**config.mk**
```make
export PLATFORM = sky130hd
export DESIGN_NAME = trapezoid_membership_degree
export DESIGN_NICKNAME = d
export VERILOG_FILES = /design/src/hdl/tmd_pkg.sv /design/src/hdl/tmd_divider.sv /design/src/hdl/trapezoid_membership_degree.sv
export SDC_FILE = /design/constraint.sdc
export NUM_CORES = 1
export LEC_CHECK = 0
export BUFFER_PORTS_ARGS = -buffer_cell sky130_fd_sc_hd__buf_2
export CORE_MARGIN = 2
export CORE_UTILIZATION = 50
export DETAILED_ROUTE_END_ITERATION = 12
export GPL_TIMING_DRIVEN = 0
export PLACE_DENSITY_LB_ADDON = 0.1
export REMOVE_ABC_BUFFERS = 1
export SLEW_MARGIN = 20
export SYNTH_ARGS = -nofsm -noshare
export SYNTH_HDL_FRONTEND = slang
export SYNTH_SLANG_ARGS = --single-unit
```
**constraint.sdc**
```tcl
create_clock -name clk -period 8.6 [get_ports clk]
set_clock_uncertainty 0.05 [all_clocks]
set_input_delay 1.72 -clock clk [delete_from_list [all_inputs] [get_ports clk]]
set_output_delay 1.72 -clock clk [all_outputs]
set_load 0.05 [all_outputs]
```
**src/hdl/tmd_pkg.sv**
```systemverilog
// ----------------------------------------------------------------------------
// tmd_pkg: shared types for the trapezoid membership degree block
// Region codes, configuration register indexes and the side information
// that travels with each sample through the divider pipeline.
// ----------------------------------------------------------------------------
`timescale 1ns / 1ps

package tmd_pkg;

  // Region of the trapezoid that a sample falls into.
  typedef enum logic [1:0] {
    REGION_OUTSIDE = 2'd0,
    REGION_RISING  = 2'd1,
    REGION_PLATEAU = 2'd2,
    REGION_FALLING = 2'd3
  } region_t;

  // Configuration register indexes.
  typedef enum logic [1:0] {
    CFG_EDGE_LOW      = 2'd0,
    CFG_PLATEAU_START = 2'd1,
    CFG_PLATEAU_END   = 2'd2,
    CFG_EDGE_HIGH     = 2'd3
  } cfg_index_t;

  // Side information that rides along with the divider data.
  typedef struct packed {
    logic    valid;
    region_t region;
  } div_tag_t;

endpackage

```
**src/hdl/tmd_divider.sv**
```systemverilog
// ----------------------------------------------------------------------------
// tmd_divider: pipelined fractional restoring divider
// Computes floor((num << QUOT_BITS) / den) for num < den, one quotient bit
// per register stage, with a tag carried alongside each operand pair.
// ----------------------------------------------------------------------------
`timescale 1ns / 1ps

module tmd_divider #(
  parameter int DEN_WIDTH = 16,
  parameter int QUOT_BITS = 16
) (
  input  logic                  clk,
  input  logic                  rst,
  input  logic [DEN_WIDTH-1:0]  num,
  input  logic [DEN_WIDTH-1:0]  den,
  input  tmd_pkg::div_tag_t     tag_in,
  output logic [QUOT_BITS-1:0]  quot,
  output tmd_pkg::div_tag_t     tag_out
);
  import tmd_pkg::*;

  logic [DEN_WIDTH-1:0] rem_q [QUOT_BITS+1];
  logic [DEN_WIDTH-1:0] den_q [QUOT_BITS+1];
  logic [QUOT_BITS-1:0] quo_q [QUOT_BITS+1];
  div_tag_t             tag_q [QUOT_BITS+1];

  assign rem_q[0] = num;
  assign den_q[0] = den;
  assign quo_q[0] = '0;
  assign tag_q[0] = tag_in;

  for (genvar k = 0; k < QUOT_BITS; k++) begin : g_stage
    logic [DEN_WIDTH:0] shifted;
    logic [DEN_WIDTH:0] trial;
    logic               bit_one;

    // The partial remainder stays below the divisor, so the difference
    // always fits back into DEN_WIDTH bits.
    assign shifted = {rem_q[k], 1'b0};
    assign trial   = shifted - {1'b0, den_q[k]};
    assign bit_one = (shifted >= {1'b0, den_q[k]});

    always_ff @(posedge clk) begin
      if (rst) begin
        tag_q[k+1].valid <= 1'b0;
      end else begin
        tag_q[k+1].valid <= tag_q[k].valid;
      end
      tag_q[k+1].region <= tag_q[k].region;
      den_q[k+1]        <= den_q[k];
      rem_q[k+1]        <= bit_one ? trial[DEN_WIDTH-1:0] : shifted[DEN_WIDTH-1:0];
      if (QUOT_BITS > 1) begin
        quo_q[k+1] <= {quo_q[k][QUOT_BITS-2:0], bit_one};
      end else begin
        quo_q[k+1] <= QUOT_BITS'(bit_one);
      end
    end
  end

  assign quot    = quo_q[QUOT_BITS];
  assign tag_out = tag_q[QUOT_BITS];

endmodule

```
**src/hdl/trapezoid_membership_degree.sv**
```systemverilog
// ----------------------------------------------------------------------------
// trapezoid_membership_degree: fuzzifier for one trapezoidal fuzzy set
// The strobe done follows start through the input register, the divider
//   stages and the output register; one sample per cycle while busy is low.
// The depth comes from the divider, which resolves one quotient bit per stage.
// Results cannot be held off by the receiver; each shows for one cycle.
// Reset (rst, synchronous) clears all breakpoints to zero and empties the
//   pipeline; busy is high during reset and the cycle after it.
// ----------------------------------------------------------------------------
`timescale 1ns / 1ps

module trapezoid_membership_degree #(
  parameter int SAMPLE_WIDTH  = 16,
  parameter int FRACTION_BITS = 16
) (
  input  logic                      clk,
  input  logic                      rst,
  // Sample transfer.
  input  logic                      start,
  output logic                      busy,
  input  logic [SAMPLE_WIDTH-1:0]   sample,
  // Configuration write port.
  input  logic                      wr_en,
  input  logic [1:0]                wr_index,
  input  logic [SAMPLE_WIDTH-1:0]   wr_data,
  // Result transfer.
  output logic                      done,
  output logic [FRACTION_BITS:0]    degree,
  output logic [1:0]                region
);
  import tmd_pkg::*;

  // Breakpoint registers, all signed on the sample's scale.
  logic signed [SAMPLE_WIDTH-1:0] edge_low;
  logic signed [SAMPLE_WIDTH-1:0] plateau_start;
  logic signed [SAMPLE_WIDTH-1:0] plateau_end;
  logic signed [SAMPLE_WIDTH-1:0] edge_high;

  always_ff @(posedge clk) begin
    if (rst) begin
      edge_low      <= '0;
      plateau_start <= '0;
      plateau_end   <= '0;
      edge_high     <= '0;
    end else if (wr_en) begin
      case (cfg_index_t'(wr_index))
        CFG_EDGE_LOW:      edge_low      <= wr_data;
        CFG_PLATEAU_START: plateau_start <= wr_data;
        CFG_PLATEAU_END:   plateau_end   <= wr_data;
        CFG_EDGE_HIGH:     edge_high     <= wr_data;
        default: ;
      endcase
    end
  end

  // The block never refuses a sample except around reset.
  logic busy_hold;

  always_ff @(posedge clk) begin
    busy_hold <= rst;
  end

  assign busy = rst | busy_hold;

  logic accept;
  assign accept = start & ~busy;

  // First stage: classify the sample and form the numerator and divisor.
  // The region tests follow a fixed precedence: outside, then falling edge,
  // then rising edge, and the plateau last. On an edge the tests force
  // 0 <= numerator < divisor, so both fit in SAMPLE_WIDTH unsigned bits and
  // the quotient is always below 1.0; saturation never triggers.
  logic signed [SAMPLE_WIDTH-1:0] x;
  logic signed [SAMPLE_WIDTH:0]   fall_num;
  logic signed [SAMPLE_WIDTH:0]   fall_den;
  logic signed [SAMPLE_WIDTH:0]   rise_num;
  logic signed [SAMPLE_WIDTH:0]   rise_den;
  region_t                        region_next;
  logic [SAMPLE_WIDTH-1:0]        num_next;
  logic [SAMPLE_WIDTH-1:0]        den_next;

  assign x        = sample;
  assign fall_num = {edge_high[SAMPLE_WIDTH-1], edge_high} - {x[SAMPLE_WIDTH-1], x};
  assign fall_den = {edge_high[SAMPLE_WIDTH-1], edge_high}
                  - {plateau_end[SAMPLE_WIDTH-1], plateau_end};
  assign rise_num = {x[SAMPLE_WIDTH-1], x} - {edge_low[SAMPLE_WIDTH-1], edge_low};
  assign rise_den = {plateau_start[SAMPLE_WIDTH-1], plateau_start}
                  - {edge_low[SAMPLE_WIDTH-1], edge_low};

  always_comb begin
    // Outside and plateau samples divide zero by one, which gives zero; the
    // plateau's full degree is put in at the output.
    region_next = REGION_OUTSIDE;
    num_next    = '0;
    den_next    = SAMPLE_WIDTH'(1);
    if (x < edge_low || x > edge_high) begin
      region_next = REGION_OUTSIDE;
    end else if (x > plateau_end) begin
      region_next = REGION_FALLING;
      num_next    = fall_num[SAMPLE_WIDTH-1:0];
      den_next    = fall_den[SAMPLE_WIDTH-1:0];
    end else if (x < plateau_start) begin
      region_next = REGION_RISING;
      num_next    = rise_num[SAMPLE_WIDTH-1:0];
      den_next    = rise_den[SAMPLE_WIDTH-1:0];
    end else begin
      region_next = REGION_PLATEAU;
    end
  end

  logic [SAMPLE_WIDTH-1:0] num_s1;
  logic [SAMPLE_WIDTH-1:0] den_s1;
  div_tag_t                tag_s1;

  always_ff @(posedge clk) begin
    if (rst) begin
      tag_s1.valid <= 1'b0;
    end else begin
      tag_s1.valid <= accept;
    end
    tag_s1.region <= region_next;
    num_s1        <= num_next;
    den_s1        <= den_next;
  end

  // Divider pipeline: one quotient bit per stage.
  logic [FRACTION_BITS-1:0] quot_div;
  div_tag_t                 tag_div;

  tmd_divider #(
    .DEN_WIDTH (SAMPLE_WIDTH),
    .QUOT_BITS (FRACTION_BITS)
  ) u_divider (
    .clk     (clk),
    .rst     (rst),
    .num     (num_s1),
    .den     (den_s1),
    .tag_in  (tag_s1),
    .quot    (quot_div),
    .tag_out (tag_div)
  );

  // Output register: the plateau reports exactly 1.0, every other region
  // reports the quotient (zero outside the trapezoid).
  always_ff @(posedge clk) begin
    if (rst) begin
      done <= 1'b0;
    end else begin
      done <= tag_div.valid;
    end
    region <= tag_div.region;
    if (tag_div.region == REGION_PLATEAU) begin
      degree <= {1'b1, {FRACTION_BITS{1'b0}}};
    end else begin
      degree <= {1'b0, quot_div};
    end
  end

endmodule

```
==> results.cfg <==
[run_status]
status = finished clean

[synth]
avgSynthCellArea_sq_um = 9.12
yosysWarnings = 0
ys_ff_latch = 784
synth_enable_flop_cells = 0
synth_top_area_cell = dfxtp_1
async_flop_share_pct = 0
ys_seq_area_share_pct = 44.7
synth_top_area_share_pct = 44.7
syn_inst = 3856
syn_area_sq_um = 35100
synth_area_leaders = dfxtp_1, ha_1, inv_1
synth.distinct_cells = 72
synth_ff_type = dfxtp_1

[sta]
rsz0062_at_grt = false
worst_slew_pin_slew_ns = 1.05
slew_viol_final = 0
holdWs_ns = 0.271
finalSetupViolCount = 0
fin_setup_tns_ns = 0
hold_viol_final = 0
fmax_mhz = 204
period_minus_slack_ns = 4.89
max-slew-margin-rel_pct = 30.3
min_period_over_period_pct = 56.9

[critical_path]
slowest_delay_ns = 0.94
r2r_cells = 10
crit_family = simple AND/OR/NAND/NOR gates
crit_chain = buf_2 > inv_1 > ha_1 > fa_1 > nand2b_1 > a21oi_1 > o41ai_1 > o21ai_1 > a2111oi_0 > or4_2 > or4b_1 > nand3_1
cp.depth = 12
slowest_stage = or4_2
arrival_ns = 5.38
startpoint_type = input port
cp.buffers_inverters = 2
end_kind = flop
critPathMaxFanout = 36
path_class = in2reg
required_ns = 9.09

[floorplanning]
die_y_um = 269
core_sq_um = 69800
die-area_sq_um = 72400
fp.dieW_um = 269
boundaryPins = 59
num_rows = 97
start_util_pct = 50.4

[place]
place_area_sq_um = 36600
hpwl_um = 58500
port_buffers = 58
gp_congestion = 0.845

[cts]
tritoncts = done
holdBufCountCts = 0
cts_root_buffer = clkbuf_16
clock_latency_ns = 0.62
post_cts_buffers = 0
cts_buffer_depth = 3
cts_buffers = 82
cts_sinks = 784
clk_pin_slew_ns = 0.06
htreeDepth = 3
ctsResizeCount = 0

[global_routing]
track_usage_pct = 21.2
grt_antenna_before_repair = 2
grt_max_degree = 65
grt_first_pass_wirelength_um = 126000
grt_pass1_vias = 24600
overflow = 0

[cells_and_area]
diodes = 0
nets = 4325
final_cell_area_sq_um = 39300
post-route-util_pct = 56.4
drive_gt1_share_pct = 6.90
synthToLayoutAreaGrowth_pct = 11.9

[flow_run]
max_cap_violations = 0

[detailed_routing]
wire_per_inst_um = 15.6
via_count = 25500
via_per_inst = 5.17
highest_layer = met4
detail_route.wirelength_um = 76700
wl_met3_um = 2570
wl_met1_um = 33900
first_pass_iters = 7
drc = 0
postRouteAntennaNets = 0
first_iter_violations = 1353
wl_met2_um = 38000

[min_path]
hold_path_depth = 0
worstHoldPathType = reg2reg

[power]
p_per_area_nw_per_um2 = 422
leakage_nw = 16.4
vdd_drop_max_mv = 0.178
==> synthesized netlist by cell type, drive strengths merged (14+ instances only) <==
master / count
or3: 22
nand4: 53
o21ai: 248
xor2: 83
ha: 348
clkbuf: 83
nor4: 17
a21boi: 27
o31a: 14
a21oi: 244
o21bai: 30
a31oi: 71
xnor2: 108
o31ai: 35
nor3: 79
inv: 439
a21o: 99
o41ai: 16
nor2b: 70
and2: 26
and3: 29
a22oi: 17
o21a: 27
or2: 22
nand2: 385
nand3: 36
nor2: 197
a211oi: 25
mux2: 23
nand2b: 57
dfxtp: 784
fa: 19
==> path summary, 6_finish.rpt <==
kind / startpoint / endpoint / slack, ns
worst min-delay path: u_divider.quo_q[131]$_DFF_P_ / u_divider.quo_q[116]$_DFF_P_ / 0.27
worst max-delay path: sample[0] / den_s1[15]$_SDFF_PP0_ / 3.71
worst min register to register: u_divider.quo_q[131]$_DFF_P_ / u_divider.quo_q[116]$_DFF_P_ / 0.27
worst max register to register: edge_low[0]$_SDFFE_PP0P_ / den_s1[15]$_SDFF_PP0_ / 4.70
==> flip-flops by register name, summed over array words and instances (netlist names) <==
| register | count |
|---|---|
| u_divider.tag_out | 3 |
| den_s1 | 16 |
| tag_s1 | 3 |
| u_divider.quot | 16 |
| edge_low | 16 |
| u_divider.tag_q | 45 |
| u_divider.den_q | 240 |
| plateau_end | 16 |
| num_s1 | 16 |
| u_divider.g_stage.shifted | 240 |
| region | 2 |
| edge_high | 16 |
| plateau_start | 16 |
| degree | 17 |
| busy_hold | 1 |
| done | 1 |
| u_divider.quo_q | 120 |
==> cell usage in the layout, fill, tap and decap left out, types with 30 or more instances in the layout <==
cell type	netlist	final
xnor2_1	108	108
a21oi_1	244	244
xor2_1	83	83
a31oi_1	70	63
buf_2	1	57
o21ai_0	235	235
clkbuf_16	0	84
inv_1	439	439
o21bai_1	30	30
o31ai_1	35	35
nor2_1	197	196
nor3_1	79	79
nand4_1	53	53
nor2b_1	70	70
nand2_1	385	385
a21o_1	99	99
nand2b_1	57	55
nand3_1	35	35
dfxtp_1	784	784
ha_1	348	348
==> stage by stage <==
| stage | instances | total power [mW] | worst slack (ns) |
|---|---|---|---|
| 4_1_cts | 4923 | 16.7 | 3.77 |
| 2_1_floorplan | 3771 | 11.2 | 3.91 |
| 6_report | 4923 | 16.6 | 3.71 |
| 3_3_place_gp | 4769 | 12.9 | 2.52 |
| 3_5_place_dp | 4776 | 13.1 | 3.13 |
| 5_1_grt | 4923 | 18.0 | 3.61 |
==> area by class of cell <==
type	count	area, sq um
Clock buffer	108	2290
Multi-Input combinational cell	2548	17700
Inverter	439	1650
Timing Repair Buffer	65	404
Fill cell	6312	30500
Tap cell	940	1180
Clock inverter	39	442
Sequential cell	784	15700
==> kinds of logic (layout without fill, tap and decap cells) <==
family	after synthesis	count (layout)	share of synthesized area, %
AO/OA/AOI/OAI	932	932	16.6
flip-flops	784	784	44.7
AND/OR/NAND/NOR	1023	1023	13.8
adder cells (fa/ha/maj)	367	367	13.5
XOR/XNOR	191	191	4.76
multiplexers	35	35	1.08
buffers and inverters	524	651	5.60
==> metal layers <==
metal	up-vias	global-route usage, %
li1	13400	-
met1	11600	25.7
met2	357	38.4
met3	126	3.05
met4	0	6.78
met5	-	0
==> power breakdown <==
group	internal, mW	total (mW)	switching [mW]
combinational	3.25	7.60	4.35
sequential	4.84	5.45	0.606
clock	2.12	3.55	1.43
(Power assumes the default switching activity.)
